## config.mk

```make
export PLATFORM = sky130hd
export DESIGN_NAME = tesd_queue
export DESIGN_NICKNAME = d
export VERILOG_FILES = /design/src/hw/rtl/tesd_pkg.sv /design/src/hw/rtl/tesd_queue.sv
export SDC_FILE = /design/constraint.sdc
export NUM_CORES = 1
export LEC_CHECK = 0
export BUFFER_PORTS_ARGS = -buffer_cell sky130_fd_sc_hd__buf_2
export CAP_MARGIN = 40
export CORE_MARGIN = 2
export CORE_UTILIZATION = 37
export DETAILED_ROUTE_END_ITERATION = 6
export GPL_ROUTABILITY_DRIVEN = 0
export HOLD_SLACK_MARGIN = 0.15
export PLACE_DENSITY = 0.66
export SYNTH_ARGS = -nofsm -noshare
export SYNTH_HDL_FRONTEND = slang
export SYNTH_SLANG_ARGS = --single-unit
export TNS_END_PERCENT = 100
```

## constraint.sdc

```tcl
create_clock -name clk -period 12.6 [get_ports clk]
set_clock_uncertainty 0.1 [all_clocks]
set_input_delay 2.52 -clock clk [delete_from_list [all_inputs] [get_ports clk]]
set_output_delay 2.52 -clock clk [all_outputs]
set_load 0.02 [all_outputs]
```

## src/hw/rtl/tesd_pkg.sv

```systemverilog
package tesd_pkg;

  localparam int SUB_BITS    = 5;
  localparam int DEPTH_FRAC  = 12;
  localparam int COORD_WIDTH = 16;

  localparam int CW  = COORD_WIDTH;
  localparam int CW1 = CW + 1;
  localparam int CW2 = CW + 2;
  localparam int ZW  = 16;
  localparam int ZSW = ZW + 1;
  localparam int AW  = 2 * CW + 4;
  localparam int NW  = CW + 20;
  localparam int OW  = CW + 3;
  localparam int MW  = 2 * CW + 25;
  localparam int DVW = MW + DEPTH_FRAC;
  localparam int DW  = AW;
  localparam int QW  = 50;
  localparam int QW1 = QW + 1;
  localparam int RW  = 48;
  localparam int RW1 = RW + 1;

  localparam int SUBPIX      = 1 << SUB_BITS;
  localparam int HSUB        = SUBPIX / 2;
  localparam int GRAD_SHIFT  = SUB_BITS + DEPTH_FRAC + 1;
  localparam int START_SHIFT = DEPTH_FRAC + 1;

  localparam int QDEPTH = 4;
  localparam int QAW    = $clog2(QDEPTH);
  localparam int QCW    = $clog2(QDEPTH + 1);

  localparam logic [CW-1:0] FLOOR_MASK = ~CW'(SUBPIX - 1);
  localparam logic [RW:0]   SAT_MAG    = RW1'(1) << (RW - 1);
  localparam logic [RW-1:0] POS_MAX    = {1'b0, {(RW - 1){1'b1}}};
  localparam logic [RW-1:0] HALF_LSB   = RW'(1) << (DEPTH_FRAC - 1);

  typedef struct packed {
    logic [31:0]           edge_01;
    logic [31:0]           edge_20;
    logic [31:0]           edge_12;
    logic signed [AW-1:0]  area;
    logic signed [NW-1:0]  nx;
    logic signed [NW-1:0]  ny;
    logic signed [MW-1:0]  m2;
    logic [ZW-1:0]         z0;
    logic                  degen;
  } tesd_item_t;

  // Q is the quotient with one extra fraction bit; (Q+1)/2 rounds half up.
  function automatic logic [RW-1:0] round_sat(input logic [QW-1:0] q, input logic sat,
                                               input logic neg);
    logic [QW:0] r;
    logic [RW:0] mag;
    logic [RW:0] nmag;
    r = ({1'b0, q} + QW1'(1)) >> 1;
    if (sat || (r > QW1'(SAT_MAG))) begin
      mag = SAT_MAG;
    end else begin
      mag = r[RW:0];
    end
    nmag = RW1'(0) - mag;
    if (neg) begin
      return nmag[RW-1:0];
    end else if (mag == SAT_MAG) begin
      return POS_MAX;
    end else begin
      return mag[RW-1:0];
    end
  endfunction

endpackage

```

## src/hw/rtl/tesd_queue.sv

```systemverilog
module tesd_queue
  import tesd_pkg::*;
(
  input  logic       clk,
  input  logic       rst_n,
  input  logic       push,
  input  tesd_item_t item_in,
  input  logic       pop,
  output logic       valid,
  output tesd_item_t item_out
);

  tesd_item_t      mem_r [QDEPTH];
  logic [QAW-1:0]  wr_r, rd_r;
  logic [QCW-1:0]  cnt_r;

  always_ff @(posedge clk) begin
    if (!rst_n) begin
      wr_r  <= '0;
      rd_r  <= '0;
      cnt_r <= '0;
    end else begin
      if (push) begin
        wr_r <= wr_r + QAW'(1);
      end
      if (pop) begin
        rd_r <= rd_r + QAW'(1);
      end
      if (push && !pop) begin
        cnt_r <= cnt_r + QCW'(1);
      end else if (pop && !push) begin
        cnt_r <= cnt_r - QCW'(1);
      end
    end
  end

  always_ff @(posedge clk) begin
    if (push) begin
      mem_r[wr_r] <= item_in;
    end
  end

  assign valid    = (cnt_r != '0);
  assign item_out = mem_r[rd_r];

endmodule

```

==> results.ini <==
[global_routing]
grt_pass1_wl_um = 121000
grt_pass1_vias = 19200
grt_usage = 0.144
grt_max_degree = 136
gr-total-overflow = 0
grt_antenna_before_repair = 18

[clocking]
clock_path_buffers = 3
clk-insertion-delay-late_ns = 0.67
cts_tree = yes
cts_root_buf = clkbuf_16
numCtsBuffers = 112
hold_buffers = 0
postCtsSetupBuffers = 0
htreeDepth = 3
cts.sinks = 1121
clk_pin_slew_ns = 0.06
post_cts_resize_count = 0

[route]
drt_iter0_drc = 1236
ant_nets = 0
avgViaCountPerCell = 4.94
drt-pass1-iter-count = 4
dr_total_vias = 18000
drt-wirelength-per-cell_um = 22.5
finalWirelength_um = 82200
drt_drc_violations_left = 0

[critical_path]
required_ns = 9.98
max_stage_delay_ns = 0.80
path_max_fanout = 100
critPathKind = reg -> out
r2r-start = wr_r[0]
crit_buf_inv = 3
critical_path.top_delay_family = buffers and inverters
reg2reg_slack_ns = 9.20
ff2ff_path_depth = 6
endpoint_kind = primary output
start_kind = flop
cp_cell_sequence = buf_12, buf_4, mux4_2, buf_2
rr_endpoint = mem_r[0][149]
slowest_stage = buf_4
cp.depth = 4
worst_ep_arrival_time_ns = 4.02

[sta]
setup_viol = 0
finalHoldViolations = 0
period_needed_ns = 6.64
setup_tns_ns = 0
rsz0062_at_grt = false
min_period_over_period = 0.527
max_freq_mhz = 151
fin_ws_ns = 5.96
worst_slew_margin_rel = 0.245
worst_pin_slew_ns = 1.13
drv_slew = 0

[final_layout]
final_common_cell = edfxtp_1
layout_common_cells = 1112 x edfxtp_1, 560 x buf_2, 278 x mux4_2, 116 x clkbuf_16, 27 x clkinv_2
stdcell_area_um2 = 48600
area_growth_pct = 19.9
nFillCells = 9010
layout-drive-gt1-share = 0.464
nets = 2420
post-route-util = 0.447

[floorplanning]
core_um2 = 109000
die_w_um = 335
dieArea_um2 = 112000
rows = 121
ioPinCount = 561
start_util = 0.373
die_h_um = 335

[synthesis]
ys_types = 18
yosysWarnings = 0
async_flop_share = 0
yosysSeqAreaShare = 0.828
synth_nets = 1782
synth.avg_cell_area_um2 = 27.1
synth_ff_type = edfxtp_1
synth_edf_count = 1112
synth-seq-cells = 1121
syn-instance-count = 1494
synth_area_um2 = 40600

[placed_design]
place_area_um2 = 45100
post-place-ws_ns = 6.58
dp_hpwl_um = 51700
io_buffers = 560

[power_and_ir_drop]
leakagePower_nw = 16.1
power_mw = 8.35
vdd_drop_max_v = 0.000168
power.density_nw_per_um2 = 172

[run_status]
status = finished, final reports clean

[hold_path]
min_from = cnt_r[2]
hold_end = cnt_r[2]
whs_path_depth = 2
hold_path.class = reg -> reg

[run]
max_cap_viol_count = 0

==> synthesized netlist by cell type (3+ instances only) <==
master | count | area [µm²]
edfxtp_1 | 1112 | 33400
xor2_1 | 3 | 26.3
clkbuf_1 | 7 | 26.3
and2_1 | 9 | 56.3
dfxtp_1 | 9 | 180
buf_6 | 26 | 293
inv_1 | 4 | 15.0
ha_1 | 5 | 62.6
mux4_2 | 278 | 6260
buf_2 | 29 | 145
==> how the worst max path moves through the flow <==
stage	to	slack, ns
2_1_floorplan	mem_r[0][0]	3.03
3_5_place_dp	item_out[210]	6.58
3_3_place_gp	item_out[148]	6.65
5_1_grt	item_out[210]	5.56
6_report	item_out[210]	5.96
4_1_cts	item_out[210]	5.79
==> routing by layer <==
metal,GRT usage,share of wire,up-vias
li1,-,-,7825
met1,0.168,0.37,9463
met2,0.246,0.52,578
met3,0.0482,0.081,143
met4,0.0559,0.028,16
met5,0,0.0011,-
==> power by group <==
group / switching (mW) / internal, mW / total [mW]
Combinational: 0.530 / 0.346 / 0.876
Clock: 1.34 / 1.80 / 3.14
Sequential: 0.0491 / 4.29 / 4.34
Total: 1.92 / 6.43 / 8.35
==> cell type report <==
type                       instances  area, µm²  area share
antenna                           10       25.0    0.000515
clock buffer                     136       2980      0.0613
clock inverter                    70        524      0.0108
inverter                           4       15.0    0.000309
multi-input combinational        307       6520       0.134
sequential                      1121      33600       0.691
tap                             1414       1770      0.0364
timing repair buffer             586       3210      0.0659
==> tightest hold or removal path: stages, from the launching register on <==
cell	delay [ns]
dfxtp_1	0.32
o21ai_0	0.08
a21boi_0	0.08
==> state kept, by name, summed over array words and instances (netlist names), named ones only <==
name / count
cnt_r: 3
mem_r: 1112
rd_r: 2
wr_r: 2
==> logic make-up (layout without fill, tap and decap cells) <==
family,Yosys count,in the layout,synth area share
multiplexers,280,280,0.155
flip-flops,1121,1121,0.828
other,0,10,0
AND/OR/NAND/NOR,14,14,0.00210
buffers and inverters,66,796,0.0118
adder cells (fa/ha/maj),6,6,0.00204
XOR/XNOR,5,5,0.00108
AO/OA/AOI/OAI,2,2,0.000308
==> stage by stage <==
stage | cells | hold slack, ns
floorplan | 1494 | 0.359
global placement | 3425 | 0.370
detailed placement | 3432 | 0.414
CTS | 3638 | 0.423
global route | 3644 | 0.458
finish | 3648 | 0.417
Power figures use the tool's default switching activity.
