### src/hw/rtl/tesd_pkg.sv
package tesd_pkg;

  localparam int SUB_BITS    = 5;
  localparam int DEPTH_FRAC  = 12;
  localparam int COORD_WIDTH = 16;

  localparam int CW  = COORD_WIDTH;
  localparam int CW1 = CW + 1;
  localparam int CW2 = CW + 2;
  localparam int ZW  = 16;
  localparam int ZSW = ZW + 1;
  localparam int AW  = 2 * CW + 4;
  localparam int NW  = CW + 20;
  localparam int OW  = CW + 3;
  localparam int MW  = 2 * CW + 25;
  localparam int DVW = MW + DEPTH_FRAC;
  localparam int DW  = AW;
  localparam int QW  = 50;
  localparam int QW1 = QW + 1;
  localparam int RW  = 48;
  localparam int RW1 = RW + 1;

  localparam int SUBPIX      = 1 << SUB_BITS;
  localparam int HSUB        = SUBPIX / 2;
  localparam int GRAD_SHIFT  = SUB_BITS + DEPTH_FRAC + 1;
  localparam int START_SHIFT = DEPTH_FRAC + 1;

  localparam int QDEPTH = 4;
  localparam int QAW    = $clog2(QDEPTH);
  localparam int QCW    = $clog2(QDEPTH + 1);

  localparam logic [CW-1:0] FLOOR_MASK = ~CW'(SUBPIX - 1);
  localparam logic [RW:0]   SAT_MAG    = RW1'(1) << (RW - 1);
  localparam logic [RW-1:0] POS_MAX    = {1'b0, {(RW - 1){1'b1}}};
  localparam logic [RW-1:0] HALF_LSB   = RW'(1) << (DEPTH_FRAC - 1);

  typedef struct packed {
    logic [31:0]           edge_01;
    logic [31:0]           edge_20;
    logic [31:0]           edge_12;
    logic signed [AW-1:0]  area;
    logic signed [NW-1:0]  nx;
    logic signed [NW-1:0]  ny;
    logic signed [MW-1:0]  m2;
    logic [ZW-1:0]         z0;
    logic                  degen;
  } tesd_item_t;

  // Q is the quotient with one extra fraction bit; (Q+1)/2 rounds half up.
  function automatic logic [RW-1:0] round_sat(input logic [QW-1:0] q, input logic sat,
                                               input logic neg);
    logic [QW:0] r;
    logic [RW:0] mag;
    logic [RW:0] nmag;
    r = ({1'b0, q} + QW1'(1)) >> 1;
    if (sat || (r > QW1'(SAT_MAG))) begin
      mag = SAT_MAG;
    end else begin
      mag = r[RW:0];
    end
    nmag = RW1'(0) - mag;
    if (neg) begin
      return nmag[RW-1:0];
    end else if (mag == SAT_MAG) begin
      return POS_MAX;
    end else begin
      return mag[RW-1:0];
    end
  endfunction

endpackage

### src/hw/rtl/tesd_div.sv
module tesd_div
  import tesd_pkg::*;
(
  input  logic           clk,
  input  logic           rst_n,
  input  logic           go,
  input  logic [DVW-1:0] dvd,
  input  logic [DW-1:0]  dvs,
  output logic           done,
  output logic [QW-1:0]  q,
  output logic           sat
);

  localparam int CNTW = $clog2(DVW + 1);

  logic [CNTW-1:0] cnt_r;
  logic            run_r, done_r, sat_r;
  logic [DW-1:0]   rem_r, dvs_r;
  logic [DVW-1:0]  dvd_r;
  logic [QW-1:0]   q_r;
  logic [DW:0]     r2;
  logic            ge;

  // Restoring division, one quotient bit per cycle.
  assign r2 = {rem_r, dvd_r[DVW-1]};
  assign ge = (r2 >= {1'b0, dvs_r});

  always_ff @(posedge clk) begin
    if (!rst_n) begin
      run_r  <= 1'b0;
      done_r <= 1'b0;
      cnt_r  <= '0;
    end else begin
      done_r <= 1'b0;
      if (go) begin
        run_r <= 1'b1;
        cnt_r <= CNTW'(DVW);
      end else if (run_r) begin
        cnt_r <= cnt_r - CNTW'(1);
        if (cnt_r == CNTW'(1)) begin
          run_r  <= 1'b0;
          done_r <= 1'b1;
        end
      end
    end
  end

  always_ff @(posedge clk) begin
    if (go) begin
      rem_r <= '0;
      dvd_r <= dvd;
      dvs_r <= dvs;
      q_r   <= '0;
      sat_r <= 1'b0;
    end else if (run_r) begin
      rem_r <= ge ? DW'(r2 - {1'b0, dvs_r}) : r2[DW-1:0];
      dvd_r <= dvd_r << 1;
      q_r   <= {q_r[QW-2:0], ge};
      sat_r <= sat_r | q_r[QW-1];
    end
  end

  assign done = done_r;
  assign q    = q_r;
  assign sat  = sat_r | q_r[QW-1];

endmodule

### src/hw/rtl/tesd_back.sv
module tesd_back
  import tesd_pkg::*;
(
  input  logic             clk,
  input  logic             rst_n,
  input  logic             q_valid,
  input  tesd_item_t       q_item,
  output logic             q_pop,
  output logic             out_valid,
  output logic [31:0]      out_edge_01,
  output logic [31:0]      out_edge_20,
  output logic [31:0]      out_edge_12,
  output logic [RW-1:0]    out_depth_dx,
  output logic [RW-1:0]    out_depth_dy,
  output logic [RW-1:0]    out_depth_start,
  output logic             out_degenerate
);

  typedef enum logic {B_IDLE, B_RUN} bstate_t;

  bstate_t state_r;

  logic [AW-1:0]  area_mag;
  logic [NW-1:0]  nx_mag, ny_mag;
  logic [MW-1:0]  m2_mag;
  logic [DVW-1:0] dvd_x, dvd_y, dvd_s;
  logic [DW-1:0]  dvs_g, dvs_s;
  logic           go;

  assign area_mag = q_item.area[AW-1] ? AW'(-q_item.area) : AW'(q_item.area);
  assign nx_mag   = q_item.nx[NW-1] ? NW'(-q_item.nx) : NW'(q_item.nx);
  assign ny_mag   = q_item.ny[NW-1] ? NW'(-q_item.ny) : NW'(q_item.ny);
  assign m2_mag   = q_item.m2[MW-1] ? MW'(-q_item.m2) : MW'(q_item.m2);
  assign dvd_x    = DVW'(nx_mag) << GRAD_SHIFT;
  assign dvd_y    = DVW'(ny_mag) << GRAD_SHIFT;
  assign dvd_s    = DVW'(m2_mag) << START_SHIFT;
  assign dvs_g    = area_mag;
  assign dvs_s    = {area_mag[AW-2:0], 1'b0};

  assign go    = (state_r == B_IDLE) && q_valid;
  assign q_pop = go;

  logic          done_x, done_y, done_s, sat_x, sat_y, sat_s;
  logic [QW-1:0] qx, qy, qs;

  tesd_div u_div_x (.clk, .rst_n, .go, .dvd(dvd_x), .dvs(dvs_g),
                    .done(done_x), .q(qx), .sat(sat_x));
  tesd_div u_div_y (.clk, .rst_n, .go, .dvd(dvd_y), .dvs(dvs_g),
                    .done(done_y), .q(qy), .sat(sat_y));
  tesd_div u_div_s (.clk, .rst_n, .go, .dvd(dvd_s), .dvs(dvs_s),
                    .done(done_s), .q(qs), .sat(sat_s));

  logic [31:0]   e01_r, e20_r, e12_r;
  logic [ZW-1:0] z0_r;
  logic          degen_r, neg_x_r, neg_y_r, neg_s_r;

  always_ff @(posedge clk) begin
    if (go) begin
      e01_r   <= q_item.edge_01;
      e20_r   <= q_item.edge_20;
      e12_r   <= q_item.edge_12;
      z0_r    <= q_item.z0;
      degen_r <= q_item.degen;
      neg_x_r <= q_item.nx[NW-1] ^ q_item.area[AW-1];
      neg_y_r <= q_item.ny[NW-1] ^ q_item.area[AW-1];
      neg_s_r <= q_item.m2[MW-1] ^ q_item.area[AW-1];
    end
  end

  logic [RW-1:0] rx, ry, rs, flat;
  logic [RW:0]   sum_s;
  logic          all_done;

  assign rx       = round_sat(qx, sat_x, neg_x_r);
  assign ry       = round_sat(qy, sat_y, neg_y_r);
  assign rs       = round_sat(qs, sat_s, neg_s_r);
  assign sum_s    = {rs[RW-1], rs} + {1'b0, HALF_LSB};
  assign flat     = (RW'(z0_r) << DEPTH_FRAC) | HALF_LSB;
  assign all_done = done_x & done_y & done_s;

  always_ff @(posedge clk) begin
    if (!rst_n) begin
      state_r   <= B_IDLE;
      out_valid <= 1'b0;
    end else begin
      out_valid <= 1'b0;
      case (state_r)
        B_IDLE: begin
          if (q_valid) begin
            state_r <= B_RUN;
          end
        end
        B_RUN: begin
          if (all_done) begin
            state_r   <= B_IDLE;
            out_valid <= 1'b1;
          end
        end
        default: state_r <= B_IDLE;
      endcase
    end
  end

  always_ff @(posedge clk) begin
    if ((state_r == B_RUN) && all_done) begin
      out_edge_01    <= e01_r;
      out_edge_20    <= e20_r;
      out_edge_12    <= e12_r;
      out_degenerate <= degen_r;
      if (degen_r) begin
        out_depth_dx    <= '0;
        out_depth_dy    <= '0;
        out_depth_start <= flat;
      end else begin
        out_depth_dx    <= rx;
        out_depth_dy    <= ry;
        out_depth_start <= (sum_s[RW] != sum_s[RW-1]) ? POS_MAX : sum_s[RW-1:0];
      end
    end
  end

endmodule

### config.mk
export PLATFORM = sky130hd
export DESIGN_NAME = tesd_back
export DESIGN_NICKNAME = d
export VERILOG_FILES = /design/src/hw/rtl/tesd_pkg.sv /design/src/hw/rtl/tesd_div.sv /design/src/hw/rtl/tesd_back.sv
export SDC_FILE = /design/constraint.sdc
export NUM_CORES = 2
export LEC_CHECK = 0
export BUFFER_PORTS_ARGS = -buffer_cell sky130_fd_sc_hd__clkbuf_2
export CAP_MARGIN = 20
export CORE_MARGIN = 5
export CORE_UTILIZATION = 30
export DETAILED_ROUTE_END_ITERATION = 10
export PLACE_DENSITY_LB_ADDON = 0.25
export SYNTH_ARGS = -nofsm -noshare
export SYNTH_HDL_FRONTEND = slang
export SYNTH_SLANG_ARGS = --single-unit
### constraint.sdc
create_clock -name clk -period 7.95 [get_ports clk]
set_input_delay 0 -clock clk [delete_from_list [all_inputs] [get_ports clk]]
set_output_delay 0 -clock clk [all_outputs]
set_load 0.03 [all_outputs]
==> metrics.cfg <==
[setup_path]
worstSetupStartpoint=u_div_s.q[2]
crit_cells=21
cp-endpoint=out_depth_start[4]
crit_fanout=35
critical_path_required_ps=8380
crit_arrival_ps=7840
r2r_setup_slack_ps=550
worst_r2r_endpoint=out_depth_start[4]
cpMaxStageDelayCell=o311ai_0
startpoint_type=register
crit_buf_inv=2
path_cells=and4_2 -> nand4_1 -> buf_4 -> nor3_1 -> and3_1 -> o32a_1 -> or4b_1 -> or3_1 -> o21ai_4 -> nand2_1 -> ha_1 -> o211ai_1 -> or4_1 -> o311ai_0 -> and4_1 -> o211a_1 -> nand3_1 -> nor2_4 -> xnor2_4 -> buf_12 -> o22ai_1
timing_worst_setup_path_type=reg2reg
critical_path.top_delay_family=simple AND/OR/NAND/NOR gates
rr_worst_depth=21
end_kind=register
critPathMaxStageDelay_ps=1000
rr_startpoint=u_div_s.q[2]

[detailed_routing]
vias_per_cell=5.04
wl_met3_um=8890
top_layer=met5
drt_iter0_drc=2794
dr.pass1.iters=7
drc=0
wl_met1_um=66800
ant_nets=0
dr_wl_met2_um=66300
wl_um=146000
wire_per_inst_um=17.4
vias=42215

[synth]
ys_seq_area_frac=0.451
avgSynthCellArea_um2=9.28
synth_seq_cells=841
yosysTopAreaCell=edfxtp_1
ys.flop_type=edfxtp_1
postSynth.asyncResetShare=0
synth-edff-count=521
yosys_warnings=0
yosysTopAreaCellShare=0.320
netlist-cell-type-count=94
netlist_instances=5272
synthesis.nets=5680
synth_most_common_cell=nor2_1
synth_common_cells=566 x nor2_1, 521 x edfxtp_1, 461 x nand2_1
synth_area_leaders=edfxtp_1 32%, dfxtp_1 13%, xor2_1 4.7%
netlist_area_mm2=0.0489

[sta]
finalMaxSlewViolations=0
rsz0062_at_grt=no
min_period_ps=7400
fin_skew_ps=49.3
finalSetupViolations=0
fmax_ghz=0.135
tns_ps=0
hold_slack_ps=61.1
hold_viol_final=0
worst_pin_slew_ps=1100
maxSlewHeadroom=0.269
timing.final.ws_setup_ps=548
period_share=0.931

[finish]
multi_input_area_mm2=0.0252
area_delta_synth_final_pct=26.2
fill_cells=16259
drive_gt1_frac=0.132
final_util=0.380
seqCellArea_mm2=0.0221
num-nets-final=6508
fin_area_mm2=0.0618
fin_cells=8375

[worst_hold_path]
min_path_type=in2reg

[floorplanning]
die_w_um=414
start_util=0.301
rows=148
core_area_mm2=0.162
fp.dieH_um=414
ios=524
dieArea_mm2=0.171

[cts]
cts_tree=yes
clock_latency_ps=720
postCtsSetupBuffers=0
cts.htree.levels=3
root_buffer=clkbuf_16
clk_pin_slew_ps=60
cts_made_buffers=98
clock_sinks=841
clockBufferDepth=3

[power_and_ir_drop]
powerDensity_mw_per_mm2=202
leakage_nw=24.0
vdd.ir_drop.worst_uv=176
p_total_mw=12.5

[placement]
place_inst=7675
dp_hpwl_um=104000
routabilityCongestion=0.892
post-place-ws_ps=154
port_buffers=523
dpl_cell_area_mm2=0.0535

[global_routing]
grt_usage=0.164
grt_pass1_vias=40375
antenna_found_initial=18
grt_max_degree=240
overflow=0
grt_pass1_wl_um=228000

[job]
maxCapViolations=0

[run_status]
outcome=complete, no violations

## cells by family after synthesis
group                      after synthesis  synth area share
and+or+nand+nor                       1825             0.180
AOI/OAI and AO/OA                     1281             0.162
DFF                                    841             0.451
xor gates and xnor gates               507            0.0911
buffers and inverters                  467            0.0372
muxes                                  224            0.0459
adders and majority gates              127            0.0329
## final cells by class
class	count	share of cell area
multi-input cells	3964	0.407
flip-flops and latches	841	0.357
repair buffers	1080	0.131
well taps	2175	0.0441
clock buffers	115	0.0417
clock inverters	70	0.0105
inverters	115	0.00711
diodes	15	0.000608
## placed cells by master (no fill, tap or decap), types with 28 or more instances in the layout
cell type,netlist,layout
a211oi_1,63,61
a21o_1,63,63
a21oi_1,312,311
a31oi_1,48,47
and2_1,28,28
and3_1,71,71
buf_4,5,52
clkbuf_16,0,98
clkbuf_2,0,523
dfxtp_1,320,317
dlygate4sd3_1,0,500
edfxtp_1,521,521
ha_1,124,124
inv_1,115,113
mux2i_1,222,222
nand2_1,461,461
nand2b_1,42,40
nand3_1,127,127
nand4_1,75,75
nor2_1,566,565
nor3_1,142,141
nor4_1,52,51
o21ai_0,417,417
o22ai_1,31,31
o31ai_1,61,61
o41ai_1,31,31
or2_2,31,31
or3_1,74,73
or4_1,49,49
xnor2_1,241,241
xor2_1,264,263
## worst min-delay path by stage
stage / start / cells after the start / endpoint / slack (ps)
3_3_place_gp: q_item[0] / 1 / degen_r / 180
3_5_place_dp: q_item[206] / 1 / e12_r[24] / 180
2_1_floorplan: q_item[0] / 0 / degen_r / 100
6_report: q_item[197] / 2 / e12_r[15] / 60
4_1_cts: q_item[197] / 2 / e12_r[15] / 0.2
5_1_grt: q_item[197] / 2 / e12_r[15] / 30
## timing repair
item	in CTS	in global routing
hold endpoints to repair	294	0
hold buffers	500	0
gates resized for setup	0	6
endpoints found under the setup margin	0	48
## routing by layer
metal / vias to the layer above / track usage
met2: 1146 / 0.269
met5: - / 0
met3: 221 / 0.0324
met4: 8 / 0.0429
li1: 20892 / -
met1: 19948 / 0.220
## worst register-to-register path: cells and delay by family, from the launching register on
family	cells	cell delay [ps]
fa+ha+maj	1	260
buf+inv	2	550
compound gates	6	2020
xor+xnor	1	220
simple gates	11	3560
flops	1	550
## report_power, final
part | switching [mW] | internal, mW | total [mW]
combinational | 1.62 | 1.23 | 2.85
sequential | 0.159 | 4.95 | 5.11
clock | 1.93 | 2.57 | 4.50
## flip-flops by register name, indices dropped and copies added (netlist names), 7 cells and up
signal           cells
out_depth_start     48
u_div_y.q           50
e12_r               32
u_div_s.rem_r       36
z0_r                16
u_div_x.cnt_r        7
u_div_x.dvs_r       36
out_edge_12         32
e20_r               32
u_div_y.rem_r       36
u_div_y.dvd_r       51
u_div_s.q           50
u_div_y.cnt_r        7
out_depth_dy        48
u_div_x.dvd_r       51
out_edge_01         32
u_div_s.cnt_r        7
u_div_x.q           50
u_div_x.rem_r       36
e01_r               32
out_depth_dx        48
out_edge_20         32
u_div_s.dvd_r       56
Power figures use the tool's default switching activity.
